<file path="src/rtl/wsd_pkg.sv">
// ----------------------------------------------------------------------------
// wsd_pkg
// Shared types and constants of the websocket frame deframer.
// ----------------------------------------------------------------------------
package wsd_pkg;

  // parser phases
  typedef enum logic [2:0] {
    PH_FIRST   = 3'd0,
    PH_SECOND  = 3'd1,
    PH_EXTLEN  = 3'd2,
    PH_KEY     = 3'd3,
    PH_PAYLOAD = 3'd4,
    PH_SWALLOW = 3'd5
  } phase_t;

  // event codes on the result channel
  localparam logic [1:0] EV_PAYLOAD = 2'd0;
  localparam logic [1:0] EV_PING    = 2'd1;
  localparam logic [1:0] EV_CLOSE   = 2'd2;
  localparam logic [1:0] EV_EMPTY   = 2'd3;

  // opcodes and length escapes
  localparam logic [3:0] OP_CLOSE  = 4'h8;
  localparam logic [3:0] OP_PING   = 4'h9;
  localparam logic [6:0] LEN_EXT16 = 7'd126;
  localparam logic [6:0] LEN_EXT64 = 7'd127;

  // header byte counts
  localparam logic [3:0] HDR_EXT16 = 4'd2;
  localparam logic [3:0] HDR_EXT64 = 4'd8;
  localparam logic [3:0] HDR_KEY   = 4'd4;

  // one result item
  typedef struct packed {
    logic [1:0] event_kind;
    logic [7:0] payload_byte;
    logic [3:0] frame_opcode;
    logic       fin_bit;
    logic       last_of_frame;
  } result_t;

endpackage

</file>
<file path="src/rtl/wsd_if.sv">
// ----------------------------------------------------------------------------
// wsd interfaces
// Valid/ready channels for stream bytes and deframer results.
// ----------------------------------------------------------------------------
interface wsd_in_if;
  logic       valid;
  logic       ready;
  logic [7:0] in_byte;

  modport source (output valid, output in_byte, input ready);
  modport sink   (input valid, input in_byte, output ready);
endinterface

interface wsd_out_if;
  logic       valid;
  logic       ready;
  logic [1:0] event_kind;
  logic [7:0] payload_byte;
  logic [3:0] frame_opcode;
  logic       fin_bit;
  logic       last_of_frame;

  modport source (output valid, output event_kind, output payload_byte,
                  output frame_opcode, output fin_bit, output last_of_frame,
                  input ready);
  modport sink   (input valid, input event_kind, input payload_byte,
                  input frame_opcode, input fin_bit, input last_of_frame,
                  output ready);
endinterface

</file>
<file path="src/rtl/wsd_in_stage.sv">
// ----------------------------------------------------------------------------
// wsd_in_stage
// Input register that holds one stream byte until the parser takes it.
// ----------------------------------------------------------------------------
module wsd_in_stage (
  input  logic       clk,
  input  logic       rst_n,
  input  logic       in_valid,
  input  logic [7:0] in_byte,
  output logic       in_ready,
  input  logic       take,
  output logic       byte_valid,
  output logic [7:0] byte_data
);

  logic       valid_r;
  logic       valid_nxt;
  logic [7:0] byte_r;

  // room when empty or when the held byte leaves this cycle
  assign in_ready = !valid_r || take;

  always_comb begin
    valid_nxt = valid_r;
    if (in_valid && in_ready) begin
      valid_nxt = 1'b1;
    end else if (take) begin
      valid_nxt = 1'b0;
    end
  end

  always_ff @(posedge clk) begin
    if (!rst_n) begin
      valid_r <= 1'b0;
    end else begin
      valid_r <= valid_nxt;
    end
  end

  // byte capture on transfer
  always_ff @(posedge clk) begin
    if (in_valid && in_ready) begin
      byte_r <= in_byte;
    end
  end

  assign byte_valid = valid_r;
  assign byte_data  = byte_r;

endmodule

</file>
<file path="src/rtl/wsd_parser.sv">
// ----------------------------------------------------------------------------
// wsd_parser
// Frame header state machine, payload unmasking and event generation.
// ----------------------------------------------------------------------------
module wsd_parser #(
  parameter int LENGTH_BITS = 64
) (
  input  logic             clk,
  input  logic             rst_n,
  input  logic             fire,
  input  logic [7:0]       byte_data,
  output logic             res_valid,
  output wsd_pkg::result_t res
);

  wsd_pkg::phase_t        phase_r, phase_nxt;
  logic [3:0]             cnt_r, cnt_nxt;
  logic [LENGTH_BITS-1:0] left_r, left_nxt;
  logic [31:0]            key_r, key_nxt;
  logic [1:0]             kidx_r, kidx_nxt;
  logic                   masked_r, masked_nxt;
  logic [3:0]             opcode_r, opcode_nxt;
  logic                   fin_r, fin_nxt;

  logic                   hdr_done;
  logic                   to_key;
  logic [3:0]             cnt_dec;
  logic [LENGTH_BITS-1:0] left_dec;
  logic [LENGTH_BITS-1:0] left_shift;
  logic [7:0]             key_byte;
  logic                   left_last;

  // shared helpers
  always_comb begin
    cnt_dec  = (cnt_r != 4'd0) ? cnt_r - 4'd1 : 4'd0;
    left_dec = (left_r != '0) ? left_r - LENGTH_BITS'(1) : '0;
    // at most one byte left means this one ends the frame
    left_last = (left_r[LENGTH_BITS-1:1] == '0);
    if (left_r[LENGTH_BITS-1 -: 8] != 8'd0) begin
      left_shift = '1;
    end else begin
      left_shift = {left_r[LENGTH_BITS-9:0], byte_data};
    end
    key_byte = 8'd0;
    if (masked_r) begin
      case (kidx_r)
        2'd0:    key_byte = key_r[31:24];
        2'd1:    key_byte = key_r[23:16];
        2'd2:    key_byte = key_r[15:8];
        default: key_byte = key_r[7:0];
      endcase
    end
  end

  // next state
  always_comb begin
    phase_nxt  = phase_r;
    cnt_nxt    = cnt_r;
    left_nxt   = left_r;
    key_nxt    = key_r;
    kidx_nxt   = kidx_r;
    masked_nxt = masked_r;
    opcode_nxt = opcode_r;
    fin_nxt    = fin_r;
    hdr_done   = 1'b0;
    to_key     = 1'b0;

    unique case (phase_r)
      wsd_pkg::PH_SECOND: begin
        masked_nxt = byte_data[7];
        if (byte_data[6:0] == wsd_pkg::LEN_EXT16 || byte_data[6:0] == wsd_pkg::LEN_EXT64) begin
          cnt_nxt   = (byte_data[6:0] == wsd_pkg::LEN_EXT16) ?
                      wsd_pkg::HDR_EXT16 : wsd_pkg::HDR_EXT64;
          left_nxt  = '0;
          phase_nxt = wsd_pkg::PH_EXTLEN;
        end else begin
          left_nxt = {{(LENGTH_BITS-7){1'b0}}, byte_data[6:0]};
          to_key   = byte_data[7];
          hdr_done = !byte_data[7];
        end
      end
      wsd_pkg::PH_EXTLEN: begin
        left_nxt = left_shift;
        cnt_nxt  = cnt_dec;
        if (cnt_dec == 4'd0) begin
          to_key   = masked_r;
          hdr_done = !masked_r;
        end
      end
      wsd_pkg::PH_KEY: begin
        key_nxt = {key_r[23:0], byte_data};
        cnt_nxt = cnt_dec;
        if (cnt_dec == 4'd0) begin
          hdr_done = 1'b1;
        end
      end
      wsd_pkg::PH_PAYLOAD: begin
        kidx_nxt = kidx_r + 2'd1;
        left_nxt = left_dec;
        if (left_last) begin
          phase_nxt = wsd_pkg::PH_FIRST;
        end
      end
      wsd_pkg::PH_SWALLOW: begin
        left_nxt = left_dec;
        if (left_last) begin
          phase_nxt = wsd_pkg::PH_FIRST;
        end
      end
      default: begin
        fin_nxt    = byte_data[7];
        opcode_nxt = byte_data[3:0];
        phase_nxt  = wsd_pkg::PH_SECOND;
      end
    endcase

    // mask key follows the length
    if (to_key) begin
      cnt_nxt   = wsd_pkg::HDR_KEY;
      phase_nxt = wsd_pkg::PH_KEY;
    end

    // header complete: control frame, empty frame or payload
    if (hdr_done) begin
      kidx_nxt = 2'd0;
      if (opcode_r == wsd_pkg::OP_PING || opcode_r == wsd_pkg::OP_CLOSE) begin
        phase_nxt = (left_nxt != '0) ? wsd_pkg::PH_SWALLOW : wsd_pkg::PH_FIRST;
      end else if (left_nxt == '0) begin
        phase_nxt = wsd_pkg::PH_FIRST;
      end else begin
        phase_nxt = wsd_pkg::PH_PAYLOAD;
      end
    end
  end

  // result for the parsed byte
  always_comb begin
    res_valid         = 1'b0;
    res.event_kind    = wsd_pkg::EV_PAYLOAD;
    res.payload_byte  = 8'd0;
    res.frame_opcode  = opcode_r;
    res.fin_bit       = fin_r;
    res.last_of_frame = 1'b1;
    if (phase_r == wsd_pkg::PH_PAYLOAD) begin
      res_valid         = 1'b1;
      res.payload_byte  = byte_data ^ key_byte;
      res.last_of_frame = left_last;
    end else if (hdr_done) begin
      if (opcode_r == wsd_pkg::OP_PING || opcode_r == wsd_pkg::OP_CLOSE) begin
        res_valid      = 1'b1;
        res.event_kind = (opcode_r == wsd_pkg::OP_PING) ? wsd_pkg::EV_PING : wsd_pkg::EV_CLOSE;
      end else if (left_nxt == '0) begin
        res_valid      = 1'b1;
        res.event_kind = wsd_pkg::EV_EMPTY;
      end
    end
  end

  // state registers, updated on each parsed byte
  always_ff @(posedge clk) begin
    if (!rst_n) begin
      phase_r  <= wsd_pkg::PH_FIRST;
      cnt_r    <= 4'd0;
      left_r   <= '0;
      key_r    <= 32'd0;
      kidx_r   <= 2'd0;
      masked_r <= 1'b0;
      opcode_r <= 4'd0;
      fin_r    <= 1'b0;
    end else if (fire) begin
      phase_r  <= phase_nxt;
      cnt_r    <= cnt_nxt;
      left_r   <= left_nxt;
      key_r    <= key_nxt;
      kidx_r   <= kidx_nxt;
      masked_r <= masked_nxt;
      opcode_r <= opcode_nxt;
      fin_r    <= fin_nxt;
    end
  end

`ifndef SYNTH
  // a payload byte always yields a result
  a_payload_emits: assert property (@(posedge clk) disable iff (!rst_n)
    (phase_r == wsd_pkg::PH_PAYLOAD) |-> res_valid)
    else $error("payload byte without result");

  // control and empty events always close the frame
  a_event_last: assert property (@(posedge clk) disable iff (!rst_n)
    (res_valid && res.event_kind != wsd_pkg::EV_PAYLOAD) |-> res.last_of_frame)
    else $error("event without last flag");

  // a first header byte is followed by the second
  a_first_then_second: assert property (@(posedge clk) disable iff (!rst_n)
    (fire && phase_r == wsd_pkg::PH_FIRST) |=> (phase_r == wsd_pkg::PH_SECOND))
    else $error("first header byte did not advance");

  // header counter is live while collecting length or key
  a_count_live: assert property (@(posedge clk) disable iff (!rst_n)
    (phase_r == wsd_pkg::PH_EXTLEN || phase_r == wsd_pkg::PH_KEY) |-> (cnt_r != 4'd0))
    else $error("header count zero inside header");
`endif

endmodule

</file>
<file path="src/rtl/wsd_out_stage.sv">
// ----------------------------------------------------------------------------
// wsd_out_stage
// Result register that holds one result item until the receiver takes it.
// ----------------------------------------------------------------------------
module wsd_out_stage (
  input  logic             clk,
  input  logic             rst_n,
  input  logic             load,
  input  logic             res_valid,
  input  wsd_pkg::result_t res,
  output logic             free,
  output logic             out_valid,
  input  logic             out_ready,
  output wsd_pkg::result_t out_res
);

  logic             valid_r;
  logic             valid_nxt;
  wsd_pkg::result_t res_r;

  // empty, or the held result is transferred this cycle
  assign free = !valid_r || out_ready;

  always_comb begin
    valid_nxt = valid_r;
    if (free) begin
      valid_nxt = load && res_valid;
    end
  end

  always_ff @(posedge clk) begin
    if (!rst_n) begin
      valid_r <= 1'b0;
    end else begin
      valid_r <= valid_nxt;
    end
  end

  // result capture
  always_ff @(posedge clk) begin
    if (free && load && res_valid) begin
      res_r <= res;
    end
  end

  assign out_valid = valid_r;
  assign out_res   = res_r;

endmodule

</file>
<file path="src/rtl/websocket_frame_deframer_unit.sv">
// ----------------------------------------------------------------------------
// websocket_frame_deframer_unit
// Receive-side websocket frame parser, one byte per cycle unless out_ch stalls.
// ----------------------------------------------------------------------------
// Usage:
//   in_ch carries the received frame stream, one byte per transfer. out_ch
//   carries results: payload bytes unmasked with the frame key, one ping or
//   close event at the end of a ping or close header, or an empty-frame event
//   for any other frame of length zero. last_of_frame marks the final result.
//   Header bytes and ping or close payload give no result.
//   Path: a transferred byte is held in the input register and parsed when
//   the result register has room; its result then loads into the result
//   register, which drives out_ch.valid.
//   Throughput: one byte per cycle unless out_ch stalls; the frame state
//   update in between is a single pass with one LENGTH_BITS wide decrement.
//   Reset: rst_n low returns the parser to the first header byte and clears
//   the valid flags of both registers; no item is held after reset.
//   Stall: while out_ch.ready is low the held result stays put; the input
//   register still takes one byte, after which in_ch.ready drops until the
//   result is transferred.
// ----------------------------------------------------------------------------
module websocket_frame_deframer_unit #(
  parameter int LENGTH_BITS = 64
) (
  input  logic       clk,
  input  logic       rst_n,
  wsd_in_if.sink     in_ch,
  wsd_out_if.source  out_ch
);

  logic             byte_valid;
  logic [7:0]       byte_data;
  logic             fire;
  logic             free;
  logic             res_valid;
  wsd_pkg::result_t res;
  wsd_pkg::result_t out_res;

  // parse the held byte when the result register has room
  assign fire = byte_valid && free;

  wsd_in_stage u_in (
    .clk        (clk),
    .rst_n      (rst_n),
    .in_valid   (in_ch.valid),
    .in_byte    (in_ch.in_byte),
    .in_ready   (in_ch.ready),
    .take       (fire),
    .byte_valid (byte_valid),
    .byte_data  (byte_data)
  );

  wsd_parser #(
    .LENGTH_BITS (LENGTH_BITS)
  ) u_parser (
    .clk       (clk),
    .rst_n     (rst_n),
    .fire      (fire),
    .byte_data (byte_data),
    .res_valid (res_valid),
    .res       (res)
  );

  wsd_out_stage u_out (
    .clk       (clk),
    .rst_n     (rst_n),
    .load      (fire),
    .res_valid (res_valid),
    .res       (res),
    .free      (free),
    .out_valid (out_ch.valid),
    .out_ready (out_ch.ready),
    .out_res   (out_res)
  );

  // result fields onto the channel
  assign out_ch.event_kind    = out_res.event_kind;
  assign out_ch.payload_byte  = out_res.payload_byte;
  assign out_ch.frame_opcode  = out_res.frame_opcode;
  assign out_ch.fin_bit       = out_res.fin_bit;
  assign out_ch.last_of_frame = out_res.last_of_frame;

endmodule

</file>
<file path="src/flat_wrapper.sv">
// flat-port wrapper written by rule: the top's interface ports become plain ports
module websocket_frame_deframer_unit_flat 
#(
  parameter int LENGTH_BITS = 64
)
  (clk, rst_n, in_ch_valid, in_ch_in_byte, in_ch_ready, out_ch_valid, out_ch_event_kind, out_ch_payload_byte, out_ch_frame_opcode, out_ch_fin_bit, out_ch_last_of_frame, out_ch_ready);
  wsd_in_if in_ch_i ();
  wsd_out_if out_ch_i ();
  input  logic clk;
  input  logic rst_n;
  input wire logic [$bits(in_ch_i.valid)-1:0] in_ch_valid;
  input wire logic [$bits(in_ch_i.in_byte)-1:0] in_ch_in_byte;
  output wire logic [$bits(in_ch_i.ready)-1:0] in_ch_ready;
  output wire logic [$bits(out_ch_i.valid)-1:0] out_ch_valid;
  output wire logic [$bits(out_ch_i.event_kind)-1:0] out_ch_event_kind;
  output wire logic [$bits(out_ch_i.payload_byte)-1:0] out_ch_payload_byte;
  output wire logic [$bits(out_ch_i.frame_opcode)-1:0] out_ch_frame_opcode;
  output wire logic [$bits(out_ch_i.fin_bit)-1:0] out_ch_fin_bit;
  output wire logic [$bits(out_ch_i.last_of_frame)-1:0] out_ch_last_of_frame;
  input wire logic [$bits(out_ch_i.ready)-1:0] out_ch_ready;
  assign in_ch_i.valid = in_ch_valid;
  assign in_ch_i.in_byte = in_ch_in_byte;
  assign in_ch_ready = in_ch_i.ready;
  assign out_ch_valid = out_ch_i.valid;
  assign out_ch_event_kind = out_ch_i.event_kind;
  assign out_ch_payload_byte = out_ch_i.payload_byte;
  assign out_ch_frame_opcode = out_ch_i.frame_opcode;
  assign out_ch_fin_bit = out_ch_i.fin_bit;
  assign out_ch_last_of_frame = out_ch_i.last_of_frame;
  assign out_ch_i.ready = out_ch_ready;
  websocket_frame_deframer_unit #(.LENGTH_BITS(LENGTH_BITS)) u_core (.clk(clk), .rst_n(rst_n), .in_ch(in_ch_i), .out_ch(out_ch_i));
endmodule
</file>
<file path="config.mk">
export PLATFORM = sky130hd
export DESIGN_NAME = websocket_frame_deframer_unit_flat
export DESIGN_NICKNAME = d
export VERILOG_FILES = /design/src/rtl/wsd_pkg.sv /design/src/rtl/wsd_if.sv /design/src/rtl/wsd_in_stage.sv /design/src/rtl/wsd_parser.sv /design/src/rtl/wsd_out_stage.sv /design/src/rtl/websocket_frame_deframer_unit.sv /design/src/flat_wrapper.sv
export SDC_FILE = /design/constraint.sdc
export NUM_CORES = 1
export LEC_CHECK = 0
export ABC_AREA = 1
export BUFFER_PORTS_ARGS = -buffer_cell sky130_fd_sc_hd__buf_4
export CAP_MARGIN = 15
export CORE_ASPECT_RATIO = 1.4
export CORE_MARGIN = 2
export CORE_UTILIZATION = 35
export CTS_CLUSTER_SIZE = 25
export DETAILED_ROUTE_END_ITERATION = 6
export HOLD_SLACK_MARGIN = 0.03
export RECOVER_POWER = 50
export SETUP_SLACK_MARGIN = 0.5
export SYNTH_ARGS = -nofsm -noshare
export SYNTH_HDL_FRONTEND = slang
export SYNTH_SLANG_ARGS = --single-unit
</file>
<file path="constraint.sdc">
create_clock -name clk -period 3.4 [get_ports clk]
set_clock_uncertainty 0.15 [all_clocks]
set_input_delay 0.34 -clock clk [delete_from_list [all_inputs] [get_ports clk]]
set_output_delay 0.34 -clock clk [all_outputs]
set_load 0.01 [all_outputs]
</file>
== Word level (Yosys, flattened, before mapping) ==
Cells that the tools add are included.

* Output and inout bits: 18
* Flip-flop bits (word level): 137
* Logic and storage cells: 108

* Muxes and demuxes: 37
* Equal/unequal tests: 15
* Add/sub/neg operators: 3
* Bitwise logic cells: 3
* Reduce and logical (&&, ||, !) cells: 34

{| class="wikitable"
|+ Operator list
! operator !! number
|-
| one-hot mux 64 bit (3 select lines) || 1
|-
| two-way mux 64 bit || 2
|-
| nonzero test 64 bit || 2
|-
| zero test 64 bit || 1
|-
| subtractor 64 x 1 -> 64 bit (second input constant) || 1
|-
| zero test 63 bit || 1
|-
| one-hot mux 8 bit (3 select lines) || 1
|-
| two-way mux 3 bit || 7
|-
| two-way mux 4 bit || 4
|-
| == test 7 bit (second input constant) || 2
|-
| two-way mux 1 bit || 11
|-
| two-way mux 2 bit || 5
|-
| one-hot mux 3 bit (3 select lines) || 1
|-
| == test 4 bit (second input constant) || 2
|-
| two-way mux 8 bit || 1
|-
| one-hot mux 4 bit (2 select lines) || 1
|-
| AND reduction 2 bit || 4
|-
| nonzero test 8 bit || 1
|-
| XOR 8 bit || 1
|-
| two-way mux 7 bit || 1
|-
| == test 3 x 2 -> 1 bit (second input constant) || 2
|-
| == test 3 bit (second input constant) || 2
|-
| OR reduction 2 bit || 3
|-
| logical AND 1 bit || 5
|-
| 22 further kinds || 30
|}

== Logic depth before layout (Yosys ltp) ==
Gate-level depths: netlist of run 1.

* Word-level depth: 10
* Mapped depth: 21
* Mapped depth without buffers: 20

== Modules after synthesis ==
From an unflattened synthesis of run 1, not the netlist that was laid out.

* Cell total of the unflattened synthesis: 1516
* Area total of the unflattened synthesis: 9151.3 µm²

{| class="wikitable"
|+ Modules (own cells, without submodules)
! module !! area each (µm²) !! instances !! cells each
|-
| wsd_parser || 8320.5 || 1 || 1476
|-
| wsd_out_stage || 531.8 || 1 || 23
|-
| wsd_in_stage || 291.5 || 1 || 15
|-
| websocket_frame_deframer_unit || 7.5 || 1 || 2
|}

== Worst setup path after synthesis of run 1 ==
Ideal clock, no wire load.

* Kind: reg2reg
* Start point: register u_core.u_parser.phase_r[1]
* End point: register u_core.u_out.res_r, in the netlist u_core.u_out.out_res[0] (enable)
* Setup time: 364 ps
* Arrival: 2509 ps
* Slack: 378 ps
* Required time: 2886 ps
* Cell stages (with the launch flop): 18
* Path through: dfxtp_1 -> inv_1 -> ha_1 -> clkbuf_1 -> inv_1 -> nand3_2 -> inv_2 -> clkbuf_1 -> nand2_1 -> nand2_1 -> nand4_1 -> nor2_1 -> nand2_1 -> nor2_1 -> nand3_2 -> nand3_2 -> nand2_2 -> inv_1

* Longest elaborated chain between the ends: 9

{| class="wikitable"
|+ RTL lines
! element !! line !! RTL
|-
| from (decl) || wsd_parser.sv:16 || <nowiki>wsd_pkg::phase_t phase_r, phase_nxt;</nowiki>
|-
| from (signal assigned) || wsd_parser.sv:162 || <nowiki>phase_r <= wsd_pkg::PH_FIRST;</nowiki>
|-
| from (signal assigned) || wsd_parser.sv:171 || <nowiki>phase_r <= phase_nxt;</nowiki>
|-
| == test 3 bit (on tied branches) || wsd_parser.sv:68, wsd_parser.sv:144 ||
|-
| OR reduction 2 bit (no source line) || n/a ||
|-
| one-hot mux 64 bit (3 select lines) || wsd_parser.sv:68 || <nowiki>unique case (phase_r)</nowiki>
|-
| zero test 64 bit || wsd_parser.sv:152 || <nowiki>end else if (left_nxt == '0) begin</nowiki>
|-
| two-way mux 1 bit || wsd_parser.sv:152 ||
|-
| two-way mux 1 bit || wsd_parser.sv:149 || <nowiki>if (opcode_r == wsd_pkg::OP_PING || opcode_r == wsd_pkg::OP_CLOSE) begin</nowiki>
|-
| two-way mux 1 bit || wsd_parser.sv:148 || <nowiki>end else if (hdr_done) begin</nowiki>
|-
| two-way mux 1 bit * || wsd_parser.sv:144 || <nowiki>if (phase_r == wsd_pkg::PH_PAYLOAD) begin</nowiki>
|-
| logical AND 1 bit * || wsd_out_stage.sv:41 || <nowiki>if (free && load && res_valid) begin</nowiki>
|-
| to (signal assigned) || wsd_out_stage.sv:42 || <nowiki>res_r <= res;</nowiki>
|-
| to (decl) || wsd_out_stage.sv:19 || <nowiki>wsd_pkg::result_t res_r;</nowiki>
|}

Every way passes the cells marked *; elsewhere a longest branch is shown, timed or not.
A chain may end at the register's enable or synchronous reset.

== Worst setup path in the final report of run 1 ==
* Start point: register u_core.u_parser.left_r[2]
* End point: register u_core.u_out.res_r, in the netlist u_core.u_out.out_res[4] (enable)

* Longest elaborated chain between the ends: 9

{| class="wikitable"
|+ RTL lines
! element !! line !! RTL
|-
| from (decl) || wsd_parser.sv:18 || <nowiki>logic [LENGTH_BITS-1:0] left_r, left_nxt;</nowiki>
|-
| from (signal assigned) || wsd_parser.sv:173 || <nowiki>left_r <= left_nxt;</nowiki>
|-
| subtractor 64 x 1 -> 64 bit or nonzero test 64 bit (tied branches) || wsd_parser.sv:36 || <nowiki>left_dec = (left_r != '0) ? left_r - LENGTH_BITS'(1) : '0;</nowiki>
|-
| two-way mux 64 bit || wsd_parser.sv:36 ||
|-
| one-hot mux 64 bit (3 select lines) * || wsd_parser.sv:68 ||
|-
| zero test 64 bit * || wsd_parser.sv:152 ||
|-
| two-way mux 1 bit * || wsd_parser.sv:152 ||
|-
| two-way mux 1 bit * || wsd_parser.sv:149 ||
|-
| two-way mux 1 bit * || wsd_parser.sv:148 ||
|-
| two-way mux 1 bit * || wsd_parser.sv:144 ||
|-
| logical AND 1 bit * || wsd_out_stage.sv:41 ||
|}

Marked as above.

==> run metrics, run 1 <==
Nets=1,701; R2R cell count=22; Reg2Reg Setup Slack=0.18 ns; clock period minus worst slack=3.22 ns; WL/cell=17.2 microns; MaxCap Viol Count=0; Setup crit start kind=flop; final setup margin=0.183 ns; worst endpoint data arrival time=3.24 ns; DP Wirelength=24,200 microns; starting density of the core=35.5%; period utilisation layout=94.6%; RSZ-0062 raised after global routing=true; routability cong.=0.966; GR Util All Layers=24.7%; die height=196 microns; Worst R2R End=u_core.u_out.out_res[4]; commonest cells in the netlist=nand2_1, nor2_1, inv_1, o21ai_0, a21oi_1; Final Max Tran Viols=0; Int Pwr=0.00343 W; Synth Cell Area=0.00923 sq mm; Area growth syn-to-layout=32.2%; drt first-iter violations=758; Syn Inst Count=1,532; area leader, netlist=dfxtp_1; CTS tree=built; CP Max Fanout=8; TritonRoute pass-1 iters=5; Via density=5.30; Core ar.=0.0260 sq mm; Least-Margin Pin Slew=1.19 ns; post-synth top area share=24.5%; crit path to=u_core.u_out.out_res[4]; share of layout cells above drive strength 1=22.1%; slew margin rel.=20.5%; Setup CP Type=reg2reg; hold crit path type=in2reg; final wirelength=34,600 microns; Flop pwr share=33.5%; cts bufs inserted=17; DP Worst Slack=-0.257 ns; Hold WS=0.0583 ns; Die Wd=141 microns; post-synth cell types=36; highest clock rate=311 MHz; I/O pins=30; Setup crit start=u_core.u_parser.left_r[2]; number of enable flip-flop cells after synthesis=24; Gate power share=31.8%; utilization after layout=46.9%; grt total ovfl=0; Yosys reg bits=137; FILL cells=2,645; largest net degree at the start of global routing=83; CP Data Required Time=3.42 ns; switching share of power=37.2%; worst vdd ir=0.000411 V; Syn Area/Cell=6.03 sq um; Pwr Density=448 mW/mm^2; Main synth FF type=dfxtp_1; switching power=0.00204 W; CP endpoint kind=flop; Finish-stage setup viols=0; antenna diode instance count=0; synth top area cells=dfxtp_1, nand2_1, o21ai_0; H-tree depth=4; Skew-Pair Late Insertion Delay=0.45 ns; Die ar.=0.0277 sq mm; FF-to-FF Start=u_core.u_parser.left_r[2]; most frequent cell after synthesis=nand2_1; Row Count=70; LEAKAGE=5.70 nW; dpl cell area=0.0105 sq mm; Max Root-Sink Buffers=2; Worst-path clk slew=0.07 ns; clock net sink count=137; FFs w/ async S/R, synth=0%; global-route wire length before repair=53,500 microns; design area=0.0122 sq mm; register area share after synthesis=32.3%; Ys Warns=0; antenna-violating nets left=0; initial antenna violation count=0; vias in the first global route=10,300; Root Buffer=clkbuf_16; via count=10,700; total nets after synthesis=1,552; PortBufs=29; # DRC=0; status=finished clean; Final Hold Fails=0; clock network fraction of total power=34.8%
==> metal layers <==
metal / vias to the layer above / wire (microns) / track usage, %
met5: - / 0 / 0
met4: 0 / 2440 / 16.8
met3: 145 / 1570 / 3.49
met2: 353 / 17400 / 43.8
met1: 4919 / 13200 / 27.1
li1: 5276 / - / -
==> metrics by stage <==
step	TNS, ns	total power [W]	cells
global route	0	0.00572	2018
global placement	-4.14	0.00324	1927
detailed placement	-4.34	0.00324	1927
floorplan	0	0.00270	1532
CTS	0	0.00533	1997
finish	0	0.00547	2018
==> worst max-delay path: stages, from the launching register on <==
cell	delay, ns
dfxtp_2	0.34
buf_6	0.13
nor2_4	0.11
nand2_4	0.07
nor2_4	0.20
nand2_4	0.12
nor2_4	0.16
nand3_4	0.09
nand2_4	0.11
inv_8	0.06
clkbuf_16	0.15
nand2_2	0.06
nand2_2	0.05
nor2_2	0.14
nand2_2	0.08
nor2_4	0.15
nand2_2	0.08
nor2_4	0.13
nand3_4	0.10
nand3_2	0.08
nand2_2	0.07
clkinvlp_4	0.14
clkbuf_16	0.17
==> registers in the layout (all words and copies together) (netlist names), 2 cells and up <==
signal and count:
u_core.u_in.byte_data 8, u_core.u_out.out_res 16, u_core.u_parser.cnt_r 4, u_core.u_parser.key_r 32, u_core.u_parser.kidx_r 2, u_core.u_parser.left_r 64
u_core.u_parser.opcode_r 4, u_core.u_parser.phase_r 3
==> final cells by class <==
class,count,area [sq um],area share [%]
clock buffer,18,429,3.52
clock inverter,14,150,1.23
inverter,184,711,5.82
multi-input combinational,1146,5830,47.8
sequential,137,3020,24.7
tap,324,405,3.32
timing repair buffer,195,1660,13.6
==> cells in the final DEF, fill, tap and decap left out, types with 24 or more instances in the layout <==
cell      Yosys  layout
nand2_1     445     414
inv_1       181     176
o21ai_0     154     138
buf_4         1     135
nor2_1      203     124
a21oi_1     124     121
dfxtp_1     113      95
nand3_1      87      83
nor2_2       13      64
nor2_4        5      33
o211ai_1     33      33
nand2_2       4      29
edfxtp_1     24      24
==> power by group through the flow <==
stage | registers, W | logic (W) | clock network (W)
finish | 0.00183 | 0.00174 | 0.00190
global route | 0.00184 | 0.00189 | 0.00200
CTS | 0.00182 | 0.00158 | 0.00194
detailed placement | 0.00184 | 0.00140 | 0
global placement | 0.00184 | 0.00140 | 0
floorplan | 0.00183 | 0.000864 | 0
==> worst min-delay path by stage <==
stage | from | to | slack (ns) | depth (start not counted)
final | out_ch_ready | u_core.u_out.out_valid | 0.06 | 4
after global routing | out_ch_ready | u_core.u_out.out_valid | 0.08 | 4
after CTS | out_ch_ready | u_core.u_out.out_valid | 0.03 | 4
after detailed placement | u_core.u_parser.fin_r | u_core.u_out.out_res[1] | 0.27 | 0
after global placement | u_core.u_parser.fin_r | u_core.u_out.out_res[1] | 0.26 | 0
after floorplan | u_core.u_parser.fin_r | u_core.u_out.out_res[1] | 0.25 | 0
==> kinds of logic after synthesis <==
family / Yosys count / synth area share (%)
xor+xnor: 16 / 1.52
buf+inv: 249 / 10.4
compound gates: 330 / 19.2
fa+ha+maj: 8 / 1.08
flops: 137 / 32.3
simple gates: 792 / 35.5
==> what timing repair did <==
action / CTS / global route
pin swaps: 11 / 36
resized for setup: 109 / 112
setup buffers: 26 / 19
hold endpoints to repair: 9 / 0
hold buffers: 9 / 0
endpoints found under the setup margin: 21 / 26
gates cloned: 3 / 2
Note: power is estimated with default switching activity, not from simulation.
==> inputs of run 2 (changes only) <==
Settings changed: PLACE_DENSITY from default to 0.47.
Clock period 3.4 ns to 4 ns, I/O delays scaled along.
==> run metrics, run 2 (synthesized netlist as in run 1, its figures left out) <==
status=finished with violations; failing checks=max-capacitance violations, max-slew violations; Final Instance Count excl. Fillers=1,917 (-5.0%); Worst-path clk slew=0.06 ns (about the same); CP max stage cell=dfxtp_1; grt total ovfl=0 (unchanged); Skew-Pair Late Insertion Delay=0.44 ns (about the same); Int Pwr=0.00271 W (-21%); largest net degree at the start of global routing=67 (-19%); I/O pins=30 (unchanged); global-route wire length before repair=55,800 microns (+4.2%); clock period minus worst slack=3.32 ns (+0.107 ns); Setup TNS Final=0 ns (unchanged); CP endpoint kind=flop; antenna-violating nets left=0 (unchanged); TritonRoute pass-1 iters=7 (+2); switching share of power=37.4% (+0.15 points); Hold Path Depth=3 (-1); Final Max Tran Viols=57 (+57); Nets=1,600 (-5.9%); H-tree depth=4 (unchanged); CTS tree=built; starting density of the core=35.5% (unchanged); worst vdd ir=0.000301 V (-27%); via count=10,000 (-6.1%); Via density=5.24 (-1.2%); cts bufs inserted=17 (unchanged); Gate power share=27.1% (-4.7 points); Least-Margin Pin Slew=2.67 ns (+1.48 ns); Core ar.=0.0260 sq mm (unchanged); R2R cell count=22 (unchanged); highest clock rate=301 MHz (-3.2%); DP Wirelength=26,600 microns (+9.7%); CP Data Required Time=4.01 ns (+0.59 ns); utilization after layout=41.5% (-5.4 points); Setup crit start kind=flop; PortBufs=29 (unchanged); Pwr Density=402 mW/mm^2 (-10%); Worst R2R End=u_core.u_out.out_res[1]; vias in the first global route=9,997 (-2.9%); Flop pwr share=36.0% (+2.5 points); critical path's largest stage delay=0.33 ns (about the same); Max Root-Sink Buffers=2 (unchanged); Hold WS=0.106 ns (+0.0481 ns); MaxCap Viol Count=1 (+1); Die ar.=0.0277 sq mm (unchanged); worst endpoint data arrival time=3.33 ns (+0.09 ns); # DRC=0 (unchanged); clock net sink count=137 (unchanged); initial antenna violation count=0 (unchanged); CP Max Fanout=8 (unchanged); routability cong.=0.941 (-2.5%); most common cell after layout, fill and taps aside=nand2_1; cells along the critical path=buf_4 -> nor2_1 -> nand2_1 -> nor2_2 -> nand2_1 -> nor2_1 -> buf_4 -> nand2_1 -> nand2_1 -> nand2_1 -> nand2_1 -> nand2_1 -> nor2_2 -> nand2_1 -> nor2_1 -> nand2_1 -> nor2_2 -> nand3_4 -> nand3_2 -> nand2_2 -> inv_2 -> buf_6; WL/cell=18.6 microns (+8.6%); Finish-stage setup viols=0 (unchanged); Die Wd=141 microns (unchanged); slew margin rel.=-78.1% (-99 points); most frequent CP cell=nand2_1; commonest non-fill, non-tap cells in the layout=nand2_1, inv_1, nor2_1; Row Count=70 (unchanged); Reg2Reg Setup Slack=0.68 ns (+0.49 ns); area occupied by multi-input gates=0.00543 sq mm (-6.9%); final setup margin=0.676 ns (+0.493 ns); share of layout cells above drive strength 1=10.7% (-11 points); DP Worst Slack=0.278 ns (+0.535 ns); FILL cells=2,907 (+9.9%); clock network fraction of total power=36.9% (+2.1 points); Area growth syn-to-layout=16.9%; min-delay src=in_ch_valid; antenna diode instance count=0 (unchanged); Final Hold Fails=0 (unchanged); switching power=0.00162 W (-20%); Root Buffer=clkbuf_16; drt first-iter violations=532 (-30%); worst hold endpoint=u_core.u_in.byte_valid; LEAKAGE=5.04 nW (-12%); FF-to-FF Start=u_core.u_parser.left_r[20]; hold crit path type=in2reg; max reg flops=64 (unchanged); RSZ-0062 raised after global routing=false; DP Cell Count=1,868 (-3.1%); period utilisation layout=83.1% (-12 points); Top reg by flops=u_core.u_parser.left_r; final wirelength=35,700 microns (+3.2%); GR Util All Layers=26.2% (+1.5 points); Setup CP Type=reg2reg; die height=196 microns (unchanged); register area=0.00298 sq mm (-1.1%)
-- run 2: changes by cell type in the layout (fill, tap and decap cells not counted), moves of 5 or more --
cell     before  now
o21ai_1      15    0
nand2_1     414  441
buf_12        9    1
buf_4       135   51
nor2_1      124  175
nor2_2       64   35
o21ai_0     138  153
nor2_4       33   11
nand2_4       7    2
dfxtp_2      14    0
dfxtp_1      95  113
nand2_2      29    7
-- run 2: final cells by class --
| class | instances | share of cell area [%] |
|---|---|---|
| multi-input combinational | 1146 | 50.3 |
| sequential | 137 | 27.6 |
| inverter | 184 | 6.45 |
| timing repair buffer | 94 | 6.44 |
| clock buffer | 20 | 4.44 |
| tap | 324 | 3.76 |
| clock inverter | 12 | 0.939 |
-- run 2: how the worst max path moves through the flow --
stage	startpoint	to	slack (ns)	cells past startpoint
after global placement	u_core.u_parser.left_r[56]	u_core.u_out.out_res[2]	0.21	17
after global routing	rst_n	u_core.u_parser.left_r[21]	0.36	6
after floorplan	u_core.u_parser.phase_r[1]	u_core.u_out.out_res[0]	0.98	17
after detailed placement	u_core.u_parser.left_r[56]	u_core.u_out.out_res[2]	0.28	17
after CTS	u_core.u_parser.left_r[42]	u_core.u_out.out_res[3]	0.51	20
final	u_core.u_parser.left_r[20]	u_core.u_out.out_res[1]	0.68	22
-- run 2: power groups by stage --
| stage | clock network, W | registers [W] | logic, W |
|---|---|---|---|
| after detailed placement | 0 | 0.00159 | 0.00110 |
| after global routing | 0.00169 | 0.00157 | 0.00131 |
| final | 0.00160 | 0.00156 | 0.00117 |
| after global placement | 0 | 0.00159 | 0.00111 |
| after floorplan | 0 | 0.00156 | 0.000734 |
| after CTS | 0.00162 | 0.00156 | 0.00113 |
-- run 2: per-layer routing --
metal	share of wire, %	global-route usage [%]	vias to the layer above
li1	-	-	5055
met1	37	27.1	4617
met2	53	49.3	263
met3	3.8	3.69	105
met4	6.2	16.0	0
met5	0	0	-
-- run 2: worst max-delay path: cells and delay by family (launching register included) --
family	cells	cell delay (ns)
simple gates	18	1.95
buf+inv	4	0.61
flops	1	0.33
-- run 2: metrics by stage --
| step | power [W] | cell area [sq um] |
|---|---|---|
| 3_5_place_dp | 0.00269 | 9950 |
| 4_1_cts | 0.00431 | 10700 |
| 6_report | 0.00433 | 10800 |
| 3_3_place_gp | 0.00270 | 9950 |
| 5_1_grt | 0.00456 | 10800 |
| 2_1_floorplan | 0.00229 | 9230 |
-- run 2: repair_timing --
item                                    4_1_cts  5_1_grt
setup buffers                                 3        5
hold buffers                                  8        0
endpoints found under the hold margin         8        0
pin swaps                                     4        6
endpoints found under the setup margin       16       16
resized for setup                            12       47
gates cloned                                  0        1
==> inputs of run 3 (changes only) <==
Settings changed: PLACE_DENSITY 0.47 to 0.49.
Clock period 4 ns to 2.8 ns, I/O delays scaled along.
==> run metrics, run 3 (synthesized netlist as in run 1, its figures left out) <==
status=finished with violations; failing checks=negative setup slack; Die Wd=141 microns (unchanged); Met3 Routed Length=1230 microns (-10%); highest clock rate=314 MHz (+4.2%); # DRC=0 (unchanged); Skew-Pair Late Insertion Delay=0.44 ns (about the same); share of layout cells above drive strength 1=37.2% (+26 points); drt first-iter violations=580 (+9.0%); Setup CP Type=reg2reg; max reg flops=64 (unchanged); Pwr Density=506 mW/mm^2 (+26%); worst vdd ir=0.000425 V (+41%); Root Buffer=clkbuf_16; Via density=5.11 (-2.4%); most frequent CP cell=nand2_4; cts bufs inserted=17 (unchanged); TritonRoute pass-1 iters=5 (-2); Nets=1,903 (+19%); I/O pins=30 (unchanged); Finish-stage setup viols=21 (+21); Final Hold Fails=0 (unchanged); cells along the critical path=inv_2 -> ha_4 -> nand2_4 -> nor2_4 -> nand2_4 -> nor2_4 -> nand2_4 -> buf_12 -> buf_16 -> nand4_1 -> nand3_2 -> nor2_2 -> nand2_1 -> nor2_1 -> nand2_1 -> nor2_2 -> buf_4 -> nand3_4 -> nand3_2 -> nand2_2 -> clkinvlp_4 -> clkbuf_16; routability cong.=0.949 (+0.80%); clock period minus worst slack=3.19 ns (-0.135 ns); Worst-path clk slew=0.07 ns (about the same); antenna diode instance count=0 (unchanged); Area growth syn-to-layout=57.0%; worst endpoint data arrival time=3.20 ns (-0.13 ns); vias in the first global route=11,000 (+10%); antenna-violating nets left=0 (unchanged); PortBufs=29 (unchanged); largest net degree at the start of global routing=59 (-12%); Final Instance Count excl. Fillers=2,220 (+16%); met2 WL post-DR=20,200 microns (+6.6%); initial antenna violation count=0 (unchanged); WL/cell=17.3 microns (-7.2%); Row Count=70 (unchanged); grt total ovfl=0 (unchanged); Top reg by flops=u_core.u_parser.left_r; CP Max Fanout=7 (-1); MaxCap Viol Count=0 (-1); RSZ-0062 raised after global routing=true; clock net sink count=137 (unchanged); Die ar.=0.0277 sq mm (unchanged); CTS tree=built; Core ar.=0.0260 sq mm (unchanged); Least-Margin Pin Slew=0.650 ns (-2.02 ns); FILL cells=2,589 (-11%); dpl cell area=0.0121 sq mm (+21%); critical path's largest stage delay=0.33 ns (about the same); Max Root-Sink Buffers=2 (unchanged); GR Util All Layers=27.3% (+1.0 points); CP Data Required Time=2.81 ns (-1.20 ns); total chip power=0.00733 W (+69%); final wirelength=38,400 microns (+7.5%); period utilisation layout=114% (+31 points); most common cell after layout, fill and taps aside=nand2_1; hold crit path type=in2reg; DP Cell Count=2,131 (+14%); via count=11,300 (+13%); slew margin rel.=56.7% (+130 points); H-tree depth=4 (unchanged); Final Max Tran Viols=0 (-100%); CP Buf/Inv Count=6 (+2); global-route wire length before repair=58,500 microns (+4.9%); LEAKAGE=6.88 nW (+37%); CP endpoint kind=flop; top routing layer used=met4; CP delay by family, top=simple AND/OR/NAND/NOR gates; M1 WL=14,700 microns (+11%); starting density of the core=35.5% (unchanged); commonest non-fill, non-tap cells in the layout=nand2_1, buf_4, inv_1; design area=0.0145 sq mm (+34%); Setup crit start kind=flop; register area=0.00302 sq mm (+1.3%); utilization after layout=55.7% (+14 points); CP max stage cell=dfxtp_2; DP Wirelength=27,700 microns (+4.4%); final setup margin=-0.390 ns (-1.07 ns); area occupied by multi-input gates=0.00645 sq mm (+19%); die height=196 microns (unchanged)
==> run 3: final cells by class <==
type | count | area share, %
well taps | 324 | 2.80
flip-flops and latches | 137 | 20.9
repair inverters | 3 | 0.190
clock inverters | 15 | 1.07
inverters | 184 | 4.90
multi-input cells | 1146 | 44.5
clock buffers | 17 | 2.93
repair buffers | 394 | 22.7
==> run 3: worst min-delay path: stages <==
cell and delay [ns]:
buf_4 0.22, o211ai_1 0.14, inv_1 0.04
==> run 3: per-layer routing <==
layer | global-route usage [%] | vias up
met5 | 0 | -
li1 | - | 5671
met2 | 51.3 | 276
met1 | 29.6 | 5286
met4 | 14.1 | 0
met3 | 3.15 | 113
==> run 3: through the flow <==
step / worst slack [ns] / hold WS, ns / setup TNS [ns]
after floorplan: 0.0840 / 0.229 / 0
after global placement: -0.579 / 0.258 / -10.91
after detailed placement: -0.578 / 0.267 / -10.85
after CTS: -0.322 / 0.137 / -5.98
after global routing: -0.547 / 0.162 / -10.27
final: -0.390 / 0.152 / -6.96
==> run 3: final timing paths <==
check | depth (start not counted) | slack, ns | end | start
worst max-delay path | 22 | -0.39 | u_core.u_out.out_res[3] | u_core.u_parser.left_r[1]
worst min register to register | 0 | 0.28 | u_core.u_out.out_res[1] | u_core.u_parser.fin_r
worst min-delay path | 3 | 0.15 | u_core.u_parser.left_r[45] | rst_n
worst max register to register | 22 | -0.39 | u_core.u_out.out_res[3] | u_core.u_parser.left_r[1]
==> run 3: where the power goes <==
group | switching, W | internal [W]
clock | 0.00108 | 0.00119
combinational | 0.00161 | 0.00126
sequential | 0.0000866 | 0.00210
total | 0.00278 | 0.00455
==> run 3: what timing repair did <==
item                                   in CTS  in global routing
pin swaps                                  17                 86
resized for setup                         124                306
hold buffers                               10                  0
endpoints found under the hold margin      10                  0
cloned                                      2                  4
setup buffers                              15                 26
setup endpoints to repair                  55                 78
